`config.mk`:
```
export PLATFORM = sky130hd
export DESIGN_NAME = mhc_regs
export DESIGN_NICKNAME = d
export VERILOG_FILES = /design/src/rtl/mhc_pkg.sv /design/src/rtl/mhc_regs.sv
export SDC_FILE = /design/constraint.sdc
export NUM_CORES = 1
export LEC_CHECK = 0
export ABC_AREA = 1
export BUFFER_PORTS_ARGS = -buffer_cell sky130_fd_sc_hd__buf_4
export CORE_MARGIN = 5
export CORE_UTILIZATION = 51
export CTS_CLUSTER_DIAMETER = 150
export DETAILED_ROUTE_END_ITERATION = 16
export PLACE_DENSITY = 0.88
export SLEW_MARGIN = 5
export SYNTH_ARGS = -nofsm -noshare
export SYNTH_HDL_FRONTEND = slang
export SYNTH_SLANG_ARGS = --single-unit
```
`constraint.sdc`:
```
create_clock -name clk -period 1 [get_ports clk]
set_input_delay 0.05 -clock clk [delete_from_list [all_inputs] [get_ports clk]]
set_output_delay 0.05 -clock clk [all_outputs]
set_load 0.1 [all_outputs]
```
`src/rtl/mhc_pkg.sv`:
```
// ----------------------------------------------------------------------------
// mhc_pkg: shared types and constants of the compass heading block
// Widths, the CORDIC arctangent table and the records passed down the pipe.
// ----------------------------------------------------------------------------
package mhc_pkg;

	localparam int CORDIC_STAGES       = 16;
	localparam int SCALE_FRACTION_BITS = 12;

	localparam int ATAN_ENTRIES = 24;
	localparam int NUM_CELLS    = (CORDIC_STAGES < ATAN_ENTRIES) ? CORDIC_STAGES : ATAN_ENTRIES;
	localparam int STAGE_W      = $clog2(ATAN_ENTRIES);

	// x and y carry 16 fraction bits; 36 bits cover the CORDIC gain with margin
	localparam int CORDIC_W = 36;
	localparam int ANGLE_W  = 32;
	localparam int ADDR_W   = 5;
	localparam int DATA_W   = 32;

	localparam logic [15:0]        SCALE_RESET = 16'd4096;
	localparam logic [ANGLE_W-1:0] HALF_TURN   = 32'h8000_0000;

	localparam logic [8:0] DEG_ZERO  = 9'd0;
	localparam logic [8:0] DEG_EAST  = 9'd90;
	localparam logic [8:0] DEG_SOUTH = 9'd180;
	localparam logic [8:0] DEG_WEST  = 9'd270;
	localparam logic [8:0] DEG_FULL  = 9'd360;

	// atan(2^-i) as a fraction of one turn, 2^32 per turn
	localparam logic [ANGLE_W-1:0] ATAN_TURN [ATAN_ENTRIES] = '{
		32'd536870912, 32'd316933406, 32'd167458907, 32'd85004756,
		32'd42667331,  32'd21354465,  32'd10679838,  32'd5340245,
		32'd2670163,   32'd1335087,   32'd667544,    32'd333772,
		32'd166886,    32'd83443,     32'd41722,     32'd20861,
		32'd10430,     32'd5215,      32'd2608,      32'd1304,
		32'd652,       32'd326,       32'd163,       32'd81
	};

	typedef struct packed {
		logic signed [15:0] bias_x;
		logic signed [15:0] bias_y;
		logic signed [15:0] bias_z;
		logic [15:0]        scale_x;
		logic [15:0]        scale_y;
		logic [15:0]        scale_z;
	} cfg_t;

	typedef struct packed {
		logic signed [15:0] cx;
		logic signed [15:0] cy;
		logic signed [15:0] cz;
		logic               clip;
	} sample_t;

	typedef struct packed {
		sample_t                    smp;
		logic                       fixed;
		logic [8:0]                 fixed_deg;
		logic signed [CORDIC_W-1:0] x;
		logic signed [CORDIC_W-1:0] y;
		logic [ANGLE_W-1:0]         z;
	} cordic_t;

endpackage

```
`src/rtl/mhc_regs.sv`:
```
// ----------------------------------------------------------------------------
// mhc_regs: calibration register file
// APB-style access to the hard-iron biases and soft-iron gains.
// ----------------------------------------------------------------------------
module mhc_regs import mhc_pkg::*; (
	input  logic              clk,
	input  logic              arst_n,
	input  logic              psel,
	input  logic              penable,
	input  logic              pwrite,
	input  logic [ADDR_W-1:0] paddr,
	input  logic [DATA_W-1:0] pwdata,
	output logic [DATA_W-1:0] prdata,
	output logic              pready,
	output cfg_t              cfg
);

	typedef enum logic [2:0] {
		REG_BIAS_X  = 3'd0,
		REG_BIAS_Y  = 3'd1,
		REG_BIAS_Z  = 3'd2,
		REG_SCALE_X = 3'd3,
		REG_SCALE_Y = 3'd4,
		REG_SCALE_Z = 3'd5
	} reg_idx_t;

	cfg_t     cfg_q;
	reg_idx_t idx;
	logic     wr_en;

	assign idx    = reg_idx_t'(paddr[ADDR_W-1:2]);
	assign wr_en  = psel & penable & pwrite;
	assign pready = 1'b1;
	assign cfg    = cfg_q;

	always_ff @(posedge clk or negedge arst_n) begin
		if (!arst_n) begin
			cfg_q.bias_x  <= '0;
			cfg_q.bias_y  <= '0;
			cfg_q.bias_z  <= '0;
			cfg_q.scale_x <= SCALE_RESET;
			cfg_q.scale_y <= SCALE_RESET;
			cfg_q.scale_z <= SCALE_RESET;
		end else if (wr_en) begin
			unique case (idx)
				REG_BIAS_X:  cfg_q.bias_x  <= pwdata[15:0];
				REG_BIAS_Y:  cfg_q.bias_y  <= pwdata[15:0];
				REG_BIAS_Z:  cfg_q.bias_z  <= pwdata[15:0];
				REG_SCALE_X: cfg_q.scale_x <= pwdata[15:0];
				REG_SCALE_Y: cfg_q.scale_y <= pwdata[15:0];
				REG_SCALE_Z: cfg_q.scale_z <= pwdata[15:0];
				default: ;
			endcase
		end
	end

	always_comb begin
		prdata = '0;
		unique case (idx)
			REG_BIAS_X:  prdata[15:0] = cfg_q.bias_x;
			REG_BIAS_Y:  prdata[15:0] = cfg_q.bias_y;
			REG_BIAS_Z:  prdata[15:0] = cfg_q.bias_z;
			REG_SCALE_X: prdata[15:0] = cfg_q.scale_x;
			REG_SCALE_Y: prdata[15:0] = cfg_q.scale_y;
			REG_SCALE_Z: prdata[15:0] = cfg_q.scale_z;
			default:     prdata = '0;
		endcase
	end

endmodule

```
==> flow_summary.toml, run 1 <==
[place]
dp_cells = 963
gp_congestion = 0.963
place_ws_ns = -0.285
placed_area_um2 = 7540
post-dp-hpwl_um = 14100
port_buffers = 135

[logic_synthesis]
yosysMostFrequentCell = "nand2_1"
ys_ff_latch = 96
ys_seq_area_share_pct = 47.5
yosysTopAreaCell = "dfrtp_1"
synth_edf_count = 0
syn-cell-area_um2 = 5070
synthTopCellsByCount = "205 x nand2_1, 93 x dfrtp_1, 63 x o21ai_0"
dominantRegCellSynth = "dfrtp_1"
ys_types = 25
async_reset_ff_share_pct = 100
yosys_warnings = 0
yosysTopAreaCellShare_pct = 45.9
avgSynthCellArea_um2 = 8.16
synthCells = 621
yosys-top-cells-area = "dfrtp_1 46%, nand2_1 15%, o21ai_0 6.2%"

[clock_network]
cts_setup_buffers = 15
cts_sinks = 96
cts_root_buf = "clkbuf_8"
post_cts_resized = 443
ctsHoldBuffers = 17
htreeDepth = 3
cts_made_buffers = 9
clock_path_buffers = 2

[floorplan]
pin_count = 171
die_w_um = 110
start_util_pct = 52.1
fp.dieH_um = 110
core.rowCount = 36

[outcome]
flow.stopped_at = "4_1_cts"
tool.error = "[ERROR DPL-0038] Utilization greater than 100%, impossible to legalize"
run_status = "aborted with a tool error"
==> cells by family after synthesis <==
family,count (synthesis),share of synthesized area (%)
and+or+nand+nor,322,29.7
other,2,0.148
buffers and inverters,95,11.0
DFF,96,47.5
AOI/OAI and AO/OA,106,11.7
==> through the flow <==
stage / utilization [%] / hold slack [ns]
global placement: 77.5 / -0.0411
detailed placement: 77.5 / -0.0342
floorplan: - / -0.246
==> run 2, diff against run 1 <==
--- a/config.mk
+++ b/config.mk
@@ -8,10 +8,9 @@
 export ABC_AREA = 1
 export BUFFER_PORTS_ARGS = -buffer_cell sky130_fd_sc_hd__buf_4
 export CORE_MARGIN = 5
-export CORE_UTILIZATION = 51
-export CTS_CLUSTER_DIAMETER = 150
+export CORE_UTILIZATION = 40
 export DETAILED_ROUTE_END_ITERATION = 16
-export PLACE_DENSITY = 0.88
+export PLACE_DENSITY_LB_ADDON = 0.15
 export SLEW_MARGIN = 5
 export SYNTH_ARGS = -nofsm -noshare
 export SYNTH_HDL_FRONTEND = slang
==> flow_summary.toml, run 2 <==
[outcome]
run_status = "complete, but fails checks"
violations = "setup timing"

[sta]
timing.fmax_mhz = 668
finalClockSkew_ns = 0
finalSetupTns_ns = -21.82
hold_ws_ns = 0.169
setup_slack_ns = -0.497
setup-violations-final = 113
slew_viol_final = 0
fin_crit_sh_pct = 150
hold_viol = 0
rsz0062_at_grt = "yes"
finalCriticalPeriod_ns = 1.50

[cells_and_area]
final_area_um2 = 10200
final_cell_mix = "171 x nand2_1, 132 x buf_12, 87 x buf_6"
largest_reg_flops = 96
final_common_cell = "nand2_1"
nets = 927
finish.utilization_pct = 81.4
area_growth_pct = 101
drive_gt1_share_pct = 57.1
antenna_cells = 0

[route]
firstDrtPassIters = 5
via_per_inst = 5.25
ant_nets = 0
wl_per_cell_um = 19.7
vias = 5566
wl_um = 20900
first_iter_violations = 472
drc = 0

[pwr]
peakVddDrop_uv = 1440
power_mw = 23.9
powerDensity_nw_per_um2 = 2340
p_leak_nw = 4.67

[clock_network]
clkTransAtPathRegs_ns = 0.07
clk_latency_ns = 0.35
cts_tree = "yes"
cts_root_buf = "clkbuf_16"
htreeDepth = 3
clock_path_buffers = 2
cts_made_buffers = 9
cts_sinks = 96

[logic_synthesis]
ys_seq_area_share_pct = 47.5
async_reset_ff_share_pct = 100
syn-cell-area_um2 = 5070
yosysTopAreaCell = "dfrtp_1"
ys_types = 25
synthCells = 621
yosysTopAreaCellShare_pct = 45.9
synth_edf_count = 0
dominantRegCellSynth = "dfrtp_1"
synthTopCellsByCount = "205 x nand2_1, 93 x dfrtp_1, 63 x o21ai_0"
ys_ff_latch = 96
yosys-top-cells-area = "dfrtp_1 46%, nand2_1 15%, o21ai_0 6.2%"
yosys_warnings = 0
yosysMostFrequentCell = "nand2_1"
avgSynthCellArea_um2 = 8.16

[worst_setup_path]
start_kind = "register"
worstPathMaxFanout = 2
critPathArrivalTime_ns = 1.45
worstSetupEndpointType = "output pin"
worstSetupPathType = "register to output pin"
reg2regPathDepth = 4
cp.required_ns = 0.95
path_cells = "nand4_1 > nand2_2 > nor2_4 > nand2_4 > buf_12"
crit_slowest_cell = "dfrtp_4"
cp_slowest_stage_delay_ns = 0.49

[global_routing]
grt_max_degree = 31
grt_pass1_wl_um = 31900
antenna_found_initial = 0
grt_pass1_vias = 5762
overflow = 0
grt.total_usage_pct = 28.0

[hold_path]
min_path_type = "primary input to async pin"

[place]
post-dp-hpwl_um = 13200
gp_congestion = 0.849
placed_area_um2 = 7740
port_buffers = 135

[floorplan]
die_w_um = 123
start_util_pct = 40.5
pin_count = 171
coreArea_um2 = 12500
dieArea_um2 = 15000
core.rowCount = 41
fp.dieH_um = 123

[job]
timing.max_cap.violations = 0
-- run 2: cell counts after synthesis --
Identical to the previous run, type by type.
-- run 2: cell type report --
cell class,instances,area (µm²)
fill,737,2330
tap,172,215
clock inverter,1,30.0
clock buffer,13,250
inverter,36,143
sequential,96,2720
timing repair buffer,297,4250
multi-input combinational,445,2570
-- run 2: logic make-up after synthesis --
logic type      Yosys count  synth area share, %
simple gates            322                 29.7
compound gates          106                 11.7
flops                    96                 47.5
buf+inv                  95                 11.0
other cells               2                0.148
-- run 2: power by group --
group | switching [mW] | internal (mW)
Clock | 1.50 | 1.99
Sequential | 0.699 | 5.06
Combinational | 9.18 | 5.43
-- run 2: worst paths after layout --
| kind | endpoint | slack (ns) | startpoint |
|---|---|---|---|
| min in group clk | cfg[44]$_DFFE_PN1P_ | 0.28 | penable |
| worst min register to register | cfg[59]$_DFFE_PN0P_ | 0.57 | cfg[59]$_DFFE_PN0P_ |
| worst max-delay path | prdata[1] | -0.50 | cfg[1]$_DFFE_PN0P_ |
| max in group asynchronous | cfg[28]$_DFFE_PN1P_ | 0.28 | arst_n |
| worst min-delay path | cfg[3]$_DFFE_PN0P_ | 0.17 | arst_n |
| worst max register to register | cfg[47]$_DFFE_PN0P_ | 0 | cfg[47]$_DFFE_PN0P_ |
-- run 2: worst max-delay path, delay by kind of cell, from the launching register on --
| kind | cells | cell delay, ns |
|---|---|---|
| flops | 1 | 0.49 |
| buf+inv | 1 | 0.16 |
| simple gates | 4 | 0.44 |
-- run 2: metrics by stage --
step           worst slack, ns  instances
4_1_cts                 -0.476       1049
3_3_place_gp            -0.251       1015
6_report                -0.497       1060
5_1_grt                 -0.547       1060
2_1_floorplan           -0.304        636
3_5_place_dp            -0.269       1015
-- run 2: layer usage --
| layer | global-route usage (%) | routed length, µm |
|---|---|---|
| met3 | 5.30 | 1240 |
| met5 | 0 | 0 |
| met1 | 32.3 | 7800 |
| met2 | 51.0 | 11200 |
| met4 | 10.7 | 639 |
-- run 2: repair_timing --
action | in CTS | in global routing
hold buffers | 17 | 0
setup endpoints to repair | 112 | 113
gates resized for setup | 445 | 57
pin swaps | 48 | 21
endpoints found under the hold margin | 156 | 0
setup buffers | 5 | 42
cloned | 0 | 0
(Power assumes the default switching activity.)
==> run 3, diff against run 2 <==
--- a/config.mk
+++ b/config.mk
@@ -8,7 +8,9 @@
 export ABC_AREA = 1
 export BUFFER_PORTS_ARGS = -buffer_cell sky130_fd_sc_hd__buf_4
 export CORE_MARGIN = 5
-export CORE_UTILIZATION = 40
+export CORE_UTILIZATION = 35
+export CTS_CLUSTER_DIAMETER = 40
+export CTS_CLUSTER_SIZE = 12
 export DETAILED_ROUTE_END_ITERATION = 16
 export PLACE_DENSITY_LB_ADDON = 0.15
 export SLEW_MARGIN = 5
==> flow_summary.toml, run 3 (synthesis results as in run 2) <==
[cells_and_area]
area_growth_pct = 101
finish.utilization_pct = 70.8
drive_gt1_share_pct = 57.2
nFillCells = 1017
largest_reg_flops = 96
final_common_cell = "nand2_1"
multi_input_area_um2 = 2560
nets = 932
final-seq-area_um2 = 2720
final_cell_mix = "178 x nand2_1, 129 x buf_12, 85 x buf_6"
antenna_cells = 0

[outcome]
violations = "setup timing"
run_status = "complete, but fails checks"

[place]
gp_congestion = 0.877
port_buffers = 135
post-dp-hpwl_um = 14100

[worst_setup_path]
critPathTopFamily = "flip-flops"
regToRegSetupSlack_ns = 0.02
crit_slowest_cell = "dfstp_4"
cp_slowest_stage_delay_ns = 0.62
worstPathMaxFanout = 2
critPathArrivalTime_ns = 1.45
cp.required_ns = 0.95
start_kind = "register"
crit_buf_inv = 1
worstSetupEndpointType = "output pin"
worstSetupPathType = "register to output pin"
path_cells = "nand4_1 > nand2_1 > nor2_4 > nand2_4 > buf_12"

[pwr]
peakVddDrop_uv = 1620
p_leak_nw = 4.68
powerDensity_nw_per_um2 = 2330

[route]
first_iter_violations = 334
ant_nets = 0
wl_per_cell_um = 19.8
drc = 0
via_per_inst = 5.04
vias = 5435
wl_um = 21400
firstDrtPassIters = 4

[sta]
setup_slack_ns = -0.504
hold_viol = 0
timing.fmax_mhz = 665
hold_ws_ns = 0.156
finalCriticalPeriod_ns = 1.50
slew_viol_final = 0
finalClockSkew_ns = 0
rsz0062_at_grt = "yes"
finalSetupTns_ns = -22.12
fin_crit_sh_pct = 150
setup-violations-final = 112

[clock_network]
clk_latency_ns = 0.35
htreeDepth = 3
cts_sinks = 96
clock_path_buffers = 2
cts_tree = "yes"
cts_made_buffers = 9
clkTransAtPathRegs_ns = 0.06
cts_root_buf = "clkbuf_16"

[global_routing]
grt_pass1_wl_um = 32600
grt_max_degree = 32
grt_pass1_vias = 5778
overflow = 0
grt.total_usage_pct = 25.5
antenna_found_initial = 0

[floorplan]
pin_count = 171
die_w_um = 130
fp.dieH_um = 130
dieArea_um2 = 17000
start_util_pct = 35.3
core.rowCount = 44
coreArea_um2 = 14400

[job]
timing.max_cap.violations = 0

[hold_path]
min_path_type = "primary input to async pin"
==> run 3: where the power goes <==
| part | internal, mW | total (mW) | switching (mW) | leakage [nW] |
|---|---|---|---|---|
| sequential | 5.06 | 5.86 | 0.802 | 1.09 |
| combinational | 5.41 | 14.5 | 9.13 | 3.45 |
| clock | 1.88 | 3.37 | 1.48 | 0.136 |
==> run 3: final cells by class <==
class,instances,area share [%]
timing repair buffer,302,41.7
multi-input combinational,445,25.2
tap,184,2.26
clock buffer,15,2.73
inverter,36,1.43
sequential,96,26.7
==> run 3: through the flow <==
stage / power [mW] / setup WS [ns] / instance area [µm²] / cells
3_5_place_dp: 16.7 / -0.301 / 7700 / 1024
3_3_place_gp: 16.6 / -0.255 / 7700 / 1024
4_1_cts: 23.4 / -0.500 / 9970 / 1059
5_1_grt: 24.5 / -0.541 / 10200 / 1078
6_report: 23.8 / -0.504 / 10200 / 1078
2_1_floorplan: 13.6 / -0.304 / 5690 / 636
==> run 3: timing repair <==
item | 4_1_cts | 5_1_grt
endpoints found under the hold margin | 159 | 0
hold buffers | 17 | 0
buffers inserted | 4 | 50
gates resized for setup | 441 | 57
pin swaps | 35 | 26
endpoints found under the setup margin | 112 | 113
==> run 3: routing by layer <==
metal  global-route usage [%]  up-vias  wire [µm]
li1                         -     2543          -
met1                     30.2     2671       8230
met2                     44.6      182      11200
met3                     4.63       39       1180
met4                     11.7        0        721
met5                        0        -          0
==> run 3: final timing paths <==
path	from	to	depth (start not counted)
setup / recovery	cfg[12]$_DFFE_PN1P_	prdata[12]	5
min in group clk	penable	cfg[47]$_DFFE_PN0P_	5
setup reg to reg	cfg[39]$_DFFE_PN0P_	cfg[39]$_DFFE_PN0P_	4
hold / removal	arst_n	cfg[23]$_DFFE_PN0P_	2
hold reg to reg	cfg[53]$_DFFE_PN0P_	cfg[53]$_DFFE_PN0P_	2
max in group asynchronous	arst_n	cfg[51]$_DFFE_PN0P_	3
==> run 3: worst reg2reg max path: cells and delay by family, from the launching register on <==
| family | cells | cell delay, ns |
|---|---|---|
| AO/OA/AOI/OAI | 1 | 0.06 |
| AND/OR/NAND/NOR | 1 | 0.08 |
| flip-flops | 1 | 0.48 |
| buffers and inverters | 2 | 0.25 |
==> run 4, diff against run 3 <==
--- a/config.mk
+++ b/config.mk
@@ -7,6 +7,8 @@
 export LEC_CHECK = 0
 export ABC_AREA = 1
 export BUFFER_PORTS_ARGS = -buffer_cell sky130_fd_sc_hd__buf_4
+export CELL_PAD_IN_SITES_DETAIL_PLACEMENT = 1
+export CELL_PAD_IN_SITES_GLOBAL_PLACEMENT = 1
 export CORE_MARGIN = 5
 export CORE_UTILIZATION = 35
 export CTS_CLUSTER_DIAMETER = 40
==> flow_summary.toml, run 4 (synthesis results as in run 2) <==
[clock_network]
cts_sinks = 96
clock_path_buffers = 2
clk_latency_ns = 0.35
clkTransAtPathRegs_ns = 0.08
cts_made_buffers = 9
cts_root_buf = "clkbuf_16"
cts_tree = "yes"
htreeDepth = 3

[worst_setup_path]
cp_slowest_stage_delay_ns = 0.51
worstPathMaxFanout = 2
start_kind = "register"
critPathArrivalTime_ns = 1.55
crit_slowest_cell = "dfrtp_4"
worstSetupEndpointType = "output pin"
cp.required_ns = 0.95
worstSetupPathType = "register to output pin"
path_cells = "nand4_1 > nand2_1 > nor2_4 > nand2_4 > buf_12"

[cells_and_area]
layout.cells.non_filler = 1082
largest_reg_flops = 96
final_common_cell = "nand2_1"
area_growth_pct = 106
antenna_cells = 0
drive_gt1_share_pct = 59.2
final_cell_mix = "163 x nand2_1, 134 x buf_12, 89 x buf_6"
nets = 936

[pwr]
p_sw_mw = 12.5
peakVddDrop_uv = 1770
p_int_mw = 13.0
seqPwrFrac_pct = 23.5
powerDensity_nw_per_um2 = 2440
pwr-share-comb_pct = 59.7
p_clk_share_pct = 16.8
swShare_pct = 48.9
p_leak_nw = 4.77

[floorplan]
dieArea_um2 = 17000
core.rowCount = 44
fp.dieH_um = 130
pin_count = 171
coreArea_um2 = 14400
start_util_pct = 35.3
die_w_um = 130

[place]
gp_congestion = 0.892
place_ws_ns = -0.284
dp_cells = 1024
post-dp-hpwl_um = 15200
port_buffers = 135

[sta]
setup-violations-final = 131
timing.fmax_mhz = 623
setup_slack_ns = -0.605
rsz0062_at_grt = "yes"
hold_viol = 0
slew_viol_final = 0
finalClockSkew_ns = 0
finalCriticalPeriod_ns = 1.60
fin_crit_sh_pct = 160

[outcome]
violations = "setup timing"
run_status = "complete, but fails checks"

[global_routing]
grt.total_usage_pct = 32.5
grt_pass1_wl_um = 41000
antenna_found_initial = 0
grt_pass1_vias = 6610
grt_max_degree = 68
overflow = 0

[route]
vias = 6507
wl_per_cell_um = 30.6
wl_um = 33200
first_iter_violations = 715
via_per_inst = 6.01
firstDrtPassIters = 5
drc = 0
ant_nets = 0

[hold_path]
min_path_type = "primary input to async pin"

[job]
timing.max_cap.violations = 0
## run 4: cell types whose count changed in the layout (fill, tap and decap cells not counted), moves of 4 or more
cell and delta:
nand3_1 +9, nand2_1 -15, buf_12 +5, o21ai_2 +5, buf_6 +4, o21ai_0 -7, nand3_2 -10, nand2_2 +15
buf_4 -8, nor2_4 +5
## run 4: path summary, 6_finish.rpt
kind / start / to / slack [ns] / cells past startpoint
max in group asynchronous: arst_n / cfg[2]$_DFFE_PN0P_ / 0.34 / 3
hold / removal: arst_n / cfg[64]$_DFFE_PN0P_ / 0.25 / 3
setup reg to reg: cfg[61]$_DFFE_PN0P_ / cfg[61]$_DFFE_PN0P_ / -0.09 / 5
hold reg to reg: cfg[62]$_DFFE_PN0P_ / cfg[62]$_DFFE_PN0P_ / 0.61 / 2
min in group clk: penable / cfg[82]$_DFFE_PN0P_ / 0.28 / 5
setup / recovery: cfg[35]$_DFFE_PN0P_ / prdata[3] / -0.60 / 5
## run 4: area by class of cell
class	instances	area, µm²
repair buffers	306	4380
multi-input cells	445	2620
flip-flops and latches	96	2720
fillers	1405	3920
inverters	36	155
well taps	184	230
clock buffers	12	246
clock inverters	3	90.1
## run 4: layer usage
metal	track usage, %	part of all wire, %	vias to the layer above
met5	0	0	-
met4	11.6	5.0	0
met3	7.12	8.7	128
met2	55.9	49	499
met1	40.3	37	3332
li1	-	-	2548
## run 4: critical path: cells and delay by family (launching register included)
| kind | cells | cell delay [ns] |
|---|---|---|
| simple gates | 4 | 0.51 |
| buf+inv | 1 | 0.16 |
| flops | 1 | 0.51 |
## run 4: power by group through the flow
stage,Clock (mW),Sequential (mW),Combinational (mW)
floorplan,0,11.2,2.40
global placement,0,5.60,11.0
detailed placement,0,5.64,11.1
CTS,4.09,5.78,14.3
global route,4.43,6.01,15.5
finish,4.28,5.99,15.2
## run 4: metrics by stage
stage / area, µm² / hold slack [ns] / TNS, ns / utilization, % / power (mW)
3_3_place_gp: 7720 / 0.0978 / -17.59 / 53.7 / 16.6
6_report: 10400 / 0.245 / -26.64 / 72.7 / 25.5
4_1_cts: 10000 / 0.272 / -21.97 / 69.9 / 24.1
5_1_grt: 10400 / 0.288 / -28.53 / 72.7 / 26.0
3_5_place_dp: 7720 / 0.107 / -21.02 / 53.7 / 16.8
2_1_floorplan: 5690 / -0.246 / -3.05 / - / 13.6
## run 4: what timing repair did
action | in CTS | in global routing
setup buffers | 7 | 53
hold buffers | 17 | 0
hold endpoints to repair | 152 | 0
resized for setup | 446 | 95
endpoints found under the setup margin | 112 | 125
pin swaps | 33 | 27
gates cloned | 0 | 1
